--- config.mk ---
export PLATFORM = sky130hd
export DESIGN_NAME = sorted_leaf_key_table_core
export DESIGN_NICKNAME = d
export VERILOG_FILES = /design/src/design/slkt_pkg.sv /design/src/design/slkt_ram.sv /design/src/design/slkt_ctrl.sv /design/src/design/sorted_leaf_key_table_core.sv
export SDC_FILE = /design/constraint.sdc
export NUM_CORES = 1
export LEC_CHECK = 0
export BUFFER_PORTS_ARGS = -buffer_cell sky130_fd_sc_hd__buf_2
export CAP_MARGIN = 20
export CORE_MARGIN = 1.5
export CORE_UTILIZATION = 61
export DETAILED_ROUTE_END_ITERATION = 8
export MAX_ROUTING_LAYER = met4
export PLACE_DENSITY_LB_ADDON = 0.25
export SETUP_SLACK_MARGIN = 0.4
export SYNTH_ARGS = -nofsm -noshare
export SYNTH_HDL_FRONTEND = slang
export SYNTH_HIERARCHICAL = 1
export SYNTH_SLANG_ARGS = --single-unit
export TNS_END_PERCENT = 5
--- constraint.sdc ---
create_clock -name aclk -period 12.1 [get_ports aclk]
set_clock_uncertainty 0.2 [all_clocks]
set_input_delay 3.025 -clock aclk [delete_from_list [all_inputs] [get_ports aclk]]
set_output_delay 3.025 -clock aclk [all_outputs]
set_load 0.05 [all_outputs]
--- src/design/slkt_pkg.sv ---
`timescale 1ns / 1ps
`default_nettype none
// ----------------------------------------------------------------------------
// Sorted leaf key table package
// Shared sizes, command and status codes, sequencer states and the word types of the
// sorted leaf core.
// ----------------------------------------------------------------------------
package slkt_pkg;

    // Leaf geometry
    localparam int MAX_CELLS    = 16;
    localparam int PAYLOAD_BITS = 32;
    localparam int KEY_W        = 32;
    localparam int CELL_W       = KEY_W + PAYLOAD_BITS;
    localparam int IDX_W        = $clog2(MAX_CELLS);
    localparam int CNT_W        = $clog2(MAX_CELLS + 1);

    // Fixed field widths of the stream words
    localparam int IN_KEY_W   = 32;
    localparam int IN_PL_W    = 32;
    localparam int IN_IDX_W   = 4;
    localparam int OUT_POS_W  = 5;
    localparam int OUT_CNT_W  = 5;
    localparam int S_DATA_W   = 72;
    localparam int M_DATA_W   = 80;

    typedef enum logic [1:0] {
        CMD_FIND   = 2'd0,
        CMD_INSERT = 2'd1,
        CMD_READ   = 2'd2
    } slkt_cmd_t;

    typedef enum logic [1:0] {
        STAT_OK    = 2'd0,
        STAT_FULL  = 2'd1,
        STAT_RANGE = 2'd2
    } slkt_status_t;

    typedef enum logic [2:0] {
        ST_IDLE,
        ST_SEARCH,
        ST_COMPARE,
        ST_SHIFT,
        ST_PLACE,
        ST_READ,
        ST_DONE
    } slkt_state_t;

    // One accepted command word
    typedef struct packed {
        logic [1:0]          cmd;
        logic [IN_KEY_W-1:0] key;
        logic [IN_PL_W-1:0]  payload;
        logic [IN_IDX_W-1:0] cell_index;
    } slkt_item_t;

    // One result word
    typedef struct packed {
        logic [1:0]           status;
        logic [OUT_POS_W-1:0] position;
        logic                 matched;
        logic [KEY_W-1:0]     key_out;
        logic [IN_PL_W-1:0]   payload_out;
        logic [OUT_CNT_W-1:0] cell_count;
    } slkt_result_t;

endpackage
`default_nettype wire

--- src/design/slkt_ram.sv ---
`timescale 1ns / 1ps
`default_nettype none
// ----------------------------------------------------------------------------
// Simple dual-port RAM
// One write port, one read port, read data registered.
// ----------------------------------------------------------------------------
module slkt_ram #(
    parameter int WIDTH = 64,
    parameter int DEPTH = 16
) (
    input  wire logic                     aclk,
    input  wire logic                     wr_en,
    input  wire logic [$clog2(DEPTH)-1:0] wr_addr,
    input  wire logic [WIDTH-1:0]         wr_data,
    input  wire logic [$clog2(DEPTH)-1:0] rd_addr,
    output logic      [WIDTH-1:0]         rd_data
);

    logic [WIDTH-1:0] mem [DEPTH];

    // Write port
    always_ff @(posedge aclk) begin
        if (wr_en) begin
            mem[wr_addr] <= wr_data;
        end
    end

    // Registered read port
    always_ff @(posedge aclk) begin
        rd_data <= mem[rd_addr];
    end

endmodule
`default_nettype wire

--- src/design/slkt_ctrl.sv ---
`timescale 1ns / 1ps
`default_nettype none
// ----------------------------------------------------------------------------
// Sorted leaf sequencer
// Runs the binary search, the upward shift and the cell write against the
// cell RAM, and builds one result word per command.
// ----------------------------------------------------------------------------
module slkt_ctrl
    import slkt_pkg::*;
(
    input  wire logic         aclk,
    input  wire logic         aresetn,
    input  wire logic         in_valid,
    output logic              in_ready,
    input  wire slkt_item_t   in_item,
    output logic              res_valid,
    input  wire logic         res_ready,
    output slkt_result_t      res
);

    slkt_state_t  state_reg, state_next;
    slkt_item_t   item_reg, item_next;
    slkt_result_t res_reg, res_next;
    logic [CNT_W-1:0] count_reg, count_next;
    logic [CNT_W-1:0] lo_reg, lo_next;
    logic [CNT_W-1:0] hiex_reg, hiex_next;
    logic             hit_reg, hit_next;
    logic [IDX_W-1:0] mid_reg, mid_next;
    logic [IDX_W-1:0] ptr_reg, ptr_next;
    logic             pend_reg, pend_next;
    logic [IDX_W-1:0] pend_addr_reg, pend_addr_next;

    // RAM port signals
    logic              wr_en;
    logic [IDX_W-1:0]  wr_addr;
    logic [CELL_W-1:0] wr_data;
    logic [IDX_W-1:0]  rd_addr;
    logic [CELL_W-1:0] rd_data;
    logic [KEY_W-1:0]  rd_key;
    logic [CNT_W:0]    mid_sum;
    logic [IDX_W-1:0]  mid_calc;

    slkt_ram #(
        .WIDTH(CELL_W),
        .DEPTH(MAX_CELLS)
    ) u_cells (
        .aclk    (aclk),
        .wr_en   (wr_en),
        .wr_addr (wr_addr),
        .wr_data (wr_data),
        .rd_addr (rd_addr),
        .rd_data (rd_data)
    );

    assign rd_key   = rd_data[KEY_W-1:0];
    // Midpoint of the half-open range [lo, hiex)
    assign mid_sum  = {1'b0, lo_reg} + {1'b0, hiex_reg} - {{CNT_W{1'b0}}, 1'b1};
    assign mid_calc = IDX_W'(mid_sum >> 1);

    // Control registers
    always_ff @(posedge aclk) begin
        if (!aresetn) begin
            state_reg <= ST_IDLE;
            count_reg <= '0;
            pend_reg  <= 1'b0;
        end else begin
            state_reg <= state_next;
            count_reg <= count_next;
            pend_reg  <= pend_next;
        end
    end

    // Datapath registers
    always_ff @(posedge aclk) begin
        item_reg      <= item_next;
        res_reg       <= res_next;
        lo_reg        <= lo_next;
        hiex_reg      <= hiex_next;
        hit_reg       <= hit_next;
        mid_reg       <= mid_next;
        ptr_reg       <= ptr_next;
        pend_addr_reg <= pend_addr_next;
    end

    // Sequencer
    always_comb begin
        state_next     = state_reg;
        item_next      = item_reg;
        res_next       = res_reg;
        count_next     = count_reg;
        lo_next        = lo_reg;
        hiex_next      = hiex_reg;
        hit_next       = hit_reg;
        mid_next       = mid_reg;
        ptr_next       = ptr_reg;
        pend_next      = pend_reg;
        pend_addr_next = pend_addr_reg;
        in_ready       = 1'b0;
        res_valid      = 1'b0;
        wr_en          = 1'b0;
        wr_addr        = pend_addr_reg;
        wr_data        = rd_data;
        rd_addr        = mid_calc;

        case (state_reg)
            ST_IDLE: begin
                in_ready = 1'b1;
                rd_addr  = IDX_W'(in_item.cell_index);
                if (in_valid) begin
                    item_next = in_item;
                    lo_next   = '0;
                    hiex_next = count_reg;
                    hit_next  = 1'b0;
                    res_next  = '0;
                    res_next.cell_count = OUT_CNT_W'(count_reg);
                    case (slkt_cmd_t'(in_item.cmd))
                        CMD_FIND, CMD_INSERT: begin
                            state_next = ST_SEARCH;
                        end
                        CMD_READ: begin
                            res_next.position = OUT_POS_W'(in_item.cell_index);
                            if (32'(in_item.cell_index) < 32'(count_reg)) begin
                                state_next = ST_READ;
                            end else begin
                                res_next.status = STAT_RANGE;
                                state_next      = ST_DONE;
                            end
                        end
                        default: begin
                            // unused command: report the count only
                            state_next = ST_DONE;
                        end
                    endcase
                end
            end

            ST_SEARCH: begin
                if (lo_reg < hiex_reg) begin
                    rd_addr    = mid_calc;
                    mid_next   = mid_calc;
                    state_next = ST_COMPARE;
                end else begin
                    res_next.position = OUT_POS_W'(lo_reg);
                    res_next.matched  = hit_reg;
                    if (slkt_cmd_t'(item_reg.cmd) == CMD_INSERT) begin
                        if (count_reg == CNT_W'(MAX_CELLS)) begin
                            res_next.status = STAT_FULL;
                            state_next      = ST_DONE;
                        end else begin
                            ptr_next   = IDX_W'(count_reg);
                            pend_next  = 1'b0;
                            state_next = ST_SHIFT;
                        end
                    end else begin
                        state_next = ST_DONE;
                    end
                end
            end

            ST_COMPARE: begin
                // narrow the range around the probed key
                if (rd_key == item_reg.key) begin
                    hit_next  = 1'b1;
                    lo_next   = CNT_W'(mid_reg);
                    hiex_next = CNT_W'(mid_reg);
                end else if (rd_key < item_reg.key) begin
                    lo_next = CNT_W'(mid_reg) + CNT_W'(1);
                end else begin
                    hiex_next = CNT_W'(mid_reg);
                end
                state_next = ST_SEARCH;
            end

            ST_SHIFT: begin
                // write back the cell read last cycle one slot higher
                wr_en   = pend_reg;
                wr_addr = pend_addr_reg;
                wr_data = rd_data;
                if (CNT_W'(ptr_reg) > lo_reg) begin
                    rd_addr        = ptr_reg - IDX_W'(1);
                    pend_next      = 1'b1;
                    pend_addr_next = ptr_reg;
                    ptr_next       = ptr_reg - IDX_W'(1);
                end else begin
                    pend_next = 1'b0;
                    if (!pend_reg) begin
                        state_next = ST_PLACE;
                    end
                end
            end

            ST_PLACE: begin
                wr_en      = 1'b1;
                wr_addr    = IDX_W'(lo_reg);
                wr_data    = {PAYLOAD_BITS'(item_reg.payload), item_reg.key};
                count_next = count_reg + CNT_W'(1);
                res_next.cell_count = OUT_CNT_W'(count_reg + CNT_W'(1));
                state_next = ST_DONE;
            end

            ST_READ: begin
                res_next.key_out     = rd_key;
                res_next.payload_out = IN_PL_W'(rd_data[CELL_W-1:KEY_W]);
                state_next           = ST_DONE;
            end

            ST_DONE: begin
                res_valid = 1'b1;
                if (res_ready) begin
                    state_next = ST_IDLE;
                end
            end

            default: begin
                state_next = ST_IDLE;
            end
        endcase
    end

    assign res = res_reg;

endmodule
`default_nettype wire

--- src/design/sorted_leaf_key_table_core.sv ---
`timescale 1ns / 1ps
`default_nettype none
// ----------------------------------------------------------------------------
// Sorted leaf key table core
// One B-tree leaf holding key/payload cells in ascending key order, with
// find, insert and read commands.
// ----------------------------------------------------------------------------
// Usage:
//   Commands arrive on the s_ stream, one word each, cmd in s_tuser. Each
//   command yields exactly one result word on the m_ stream.
//   The core takes one command at a time. A find runs S binary search probes
//   (at most log2(count)+1); each probe is a RAM read and a compare. An
//   insert moves each cell at or above the position up one slot (count -
//   position cells), streaming through the single cell RAM one entry per
//   cycle, then writes the new cell. A read fetches the indexed cell from
//   the RAM.
//   Results sit in an output register; a new command is taken while the
//   previous result waits. If the receiver stalls, the next result holds in
//   the sequencer and no further command is accepted until it moves.
//   Reset clears the cell count and both handshakes; cell contents are left
//   as they are, since cells at or above the count are never read.
// ----------------------------------------------------------------------------
module sorted_leaf_key_table_core
    import slkt_pkg::*;
(
    input  wire logic                aclk,
    input  wire logic                aresetn,
    input  wire logic                s_tvalid,
    output logic                     s_tready,
    // key[31:0], payload[63:32], cell_index[67:64], zero pad
    input  wire logic [S_DATA_W-1:0] s_tdata,
    // cmd[1:0]
    input  wire logic [1:0]          s_tuser,
    output logic                     m_tvalid,
    input  wire logic                m_tready,
    // status[1:0], position[6:2], matched[7], key_out[39:8],
    // payload_out[71:40], cell_count[76:72], zero pad
    output logic [M_DATA_W-1:0]      m_tdata
);

    slkt_item_t   in_item;
    slkt_result_t res;
    logic         res_valid;
    logic         res_ready;
    logic         out_valid_reg;
    slkt_result_t out_reg;

    // Unpack the command word
    always_comb begin
        in_item.cmd        = s_tuser;
        in_item.key        = s_tdata[31:0];
        in_item.payload    = s_tdata[63:32];
        in_item.cell_index = s_tdata[67:64];
    end

    slkt_ctrl u_ctrl (
        .aclk      (aclk),
        .aresetn   (aresetn),
        .in_valid  (s_tvalid),
        .in_ready  (s_tready),
        .in_item   (in_item),
        .res_valid (res_valid),
        .res_ready (res_ready),
        .res       (res)
    );

    assign res_ready = !out_valid_reg || m_tready;

    // Output register: load a finished result, drop it once taken
    always_ff @(posedge aclk) begin
        if (!aresetn) begin
            out_valid_reg <= 1'b0;
        end else if (res_valid && res_ready) begin
            out_valid_reg <= 1'b1;
        end else if (m_tready) begin
            out_valid_reg <= 1'b0;
        end
    end

    always_ff @(posedge aclk) begin
        if (res_valid && res_ready) begin
            out_reg <= res;
        end
    end

    assign m_tvalid = out_valid_reg;
    assign m_tdata  = {3'b000, out_reg.cell_count, out_reg.payload_out, out_reg.key_out,
                       out_reg.matched, out_reg.position, out_reg.status};

endmodule
`default_nettype wire

==> key figures <==
Power
  • Sequential share of power: 0.401
  • Clk pwr share: 0.251
  • Maximum vdd drop: 0.356 mV
  • Total power: 0.0159 W
  • Pwr Density: 279 mW/mm²
  • Leak: 18.8 nW
  • Switching share of total power: 0.328
  • P_sw: 0.00520 W
  • Pint: 0.0107 W
  • Combinational power share: 0.348

Clock network
  • Longest Clk Path Bufs: 3
  • Post-CTS Setup Repair Bufs: 0
  • CTS H-tree lvls: 4
  • Skew-Pair Late Insertion Delay: 0.72 ns
  • Clk slew on worst S/H paths: 0.06 ns
  • CTS Buf Count: 133
  • # hold bufs at CTS: 0
  • Root Driver: clkbuf_16
  • CTS tree: done
  • Clock sinks: 1341
  • Resized Gates After CTS: 0

Global routing
  • First-pass GRT wire length: 163000 µm
  • GR Overflow Total: 0
  • Vias in the first global route: 25200
  • Global Route Usage Sum: 0.274
  • Largest net degree at the start of global routing: 126
  • Initial antenna violation count: 0

Setup path
  • Bufs and invs on worst path: 3
  • CP Class: input pin to flip-flop
  • Most used cell, CP: buf_4
  • Crit path max-delay cell type: a221o_4
  • CP endpoint kind: flip-flop
  • Data required, critical path: 12.48 ns
  • Critical path's largest stage delay: 0.80 ns
  • Critical path's top delay family: buffers and inverters
  • Crit path launch type: input pin
  • Critical path, cell by cell: buf_2 -> a221o_4 -> buf_4 -> buf_4 -> mux4_2 -> a22oi_1 -> nand2_1
  • Worst Path Arrival: 6.53 ns
  • Critical Path Fanout Max: 43

Place
  • Cell Count Post-Placement: 3536
  • Input/output buffers: 152
  • GPL Wtd Cong: 0.866
  • DP Wirelength: 55000 µm

Yosys
  • Yosys reg bits: 1341
  • Syn Inst Count: 2371
  • Syn avg cell area: 21.3 µm²
  • Yosys warns: 6
  • Synthesized cell area: 0.0505 mm²
  • Most used DFF post-synth: edfxtp_1
  • EDFF count, synth: 1267
  • Count of cell types in the netlist: 60
  • Post-synthesis sequential area ratio: 0.783
  • Share of synthesized registers carrying an async set or reset: 0

Cells and area
  • P&R area growth vs syn: 12.5%
  • Layout cells sized above 1: 0.279
  • Final nets: 2734
  • Largest register FFs: 1024
  • Non-filler cells, final: 3779
  • Fill cells: 4859
  • Diode count: 0

STA
  • Final worst path period share: 0.508
  • Worst-margin pin slew: 1.10 ns
  • Final setup vio count: 0
  • Fin. max-slew vios: 0
  • Setup Total Neg Slack: 0 ns
  • Max Clock Freq: 163 MHz
  • RSZ-0062 raised after global routing: no
  • Post-layout min period: 6.15 ns
  • Slew HR: 0.267
  • Final hold slack: 0.217 ns
  • Final hold vios: 0

Route
  • Antenna viol nets, final: 0
  • Initial DRC Count: 2704
  • Residual DRC: 0
  • WL/cell: 29.2 µm
  • Via count: 24400
  • Vias per Instance: 6.45
  • Final Routed Wirelength: 110000 µm
  • Initial DRT Pass Iterations: 6

Floorplan
  • FP Rows: 105
  • Initial Util: 0.616
  • Die ar.: 0.0845 mm²
  • Die X: 291 µm
  • Core area: 0.0820 mm²
  • Die H: 291 µm
  • I/O pin count: 160

Status
  • Outcome: finished, final reports clean

Job
  • Max-cap violations: 0

Hold path
  • Min-Delay Path Class: flip-flop to flip-flop
-- through the flow --
step,setup WS (ns),util,cell area [µm²]
detailed placement,5.16,0.641,52600
finish,5.95,0.693,56800
global placement,5.20,0.641,52600
CTS,5.88,0.693,56800
floorplan,5.06,-,50500
global route,5.64,0.693,56800
-- path summary, 6_finish.rpt --
path / cells after the start / from / to / slack, ns
max: 7 / s_tdata[64] / u_ctrl/u_cells/rd_data[35] / 5.95
min: 0 / u_ctrl/res[48] / m_tdata[19] / 0.22
max reg2reg: 13 / u_ctrl/lo_reg[1] / u_ctrl/u_cells/rd_data[35] / 6.35
min reg2reg: 0 / u_ctrl/res[48] / m_tdata[19] / 0.22
-- logic make-up after synthesis --
logic type | share of synthesized area
adders and majority gates | 0.0135
buffers and inverters | 0.0158
AOI/OAI and AO/OA | 0.0295
DFF | 0.783
xor gates and xnor gates | 0.00208
and+or+nand+nor | 0.0271
muxes | 0.129
other | 0.0000743
-- power groups by stage --
stage | clock network (W) | registers, W | logic (W)
after CTS | 0.00403 | 0.00637 | 0.00553
after global routing | 0.00420 | 0.00640 | 0.00592
after floorplan | 0 | 0.00643 | 0.00407
after global placement | 0 | 0.00645 | 0.00531
final | 0.00398 | 0.00637 | 0.00553
after detailed placement | 0 | 0.00646 | 0.00548
-- layout by cell type, fill, tap and decap left out, types with 14 or more instances in the layout --
master,instances
dfxtp_1,74
clkbuf_16,134
buf_2,152
clkinv_2,27
nor2_4,14
mux4_2,256
edfxtp_1,1267
buf_4,47
nor2_1,16
mux2_2,67
a22oi_1,130
clkinv_1,17
nand2_1,100
inv_1,54
ha_1,53
o21ai_0,20
and2_1,73
a21oi_1,28
clkbuf_1,32
-- synthesized netlist by cell type, drive strengths merged, types with 3 or more instances --
cell type | n | area share
ha | 53 | 0.013
a22oi | 130 | 0.019
o21ai | 23 | 0.0023
nor3 | 10 | 0.0011
buf | 66 | 0.0086
nor4 | 3 | 0.00037
edfxtp | 1267 | 0.75
nand2 | 101 | 0.0076
nor2 | 31 | 0.0024
clkbuf | 41 | 0.0030
a21boi | 3 | 0.00052
xor2 | 5 | 0.00087
inv | 55 | 0.0041
nand2b | 6 | 0.00089
xnor2 | 7 | 0.0012
dfxtp | 74 | 0.029
and2 | 75 | 0.0093
nand4 | 12 | 0.0015
nand3b | 5 | 0.00074
nor2b | 9 | 0.0013
nand3 | 8 | 0.00079
a21oi | 28 | 0.0028
a21o | 3 | 0.00045
o211ai | 4 | 0.00059
mux4 | 256 | 0.11
mux2 | 67 | 0.015
a31oi | 4 | 0.00050
a211oi | 4 | 0.00094
-- per-layer routing --
layer / wire (µm) / part of all wire / vias to the layer above / track usage
li1: - / - / 10200 / -
met1: 42900 / 0.39 / 12700 / 0.373
met2: 54200 / 0.49 / 1339 / 0.433
met3: 10300 / 0.094 / 204 / 0.0489
met4: 2760 / 0.025 / 0 / 0.0819
met5: 0 / 0 / - / -
-- area by class of cell --
class	count	area, µm²	share of cell area
clock inverters	67	614	0.0108
multi-input cells	869	10400	0.182
inverters	56	211	0.00372
clock buffers	175	3600	0.0633
well taps	1070	1340	0.0236
flip-flops and latches	1341	39500	0.696
repair buffers	201	1150	0.0203
No activity file was read; power rests on OpenSTA's default activity.
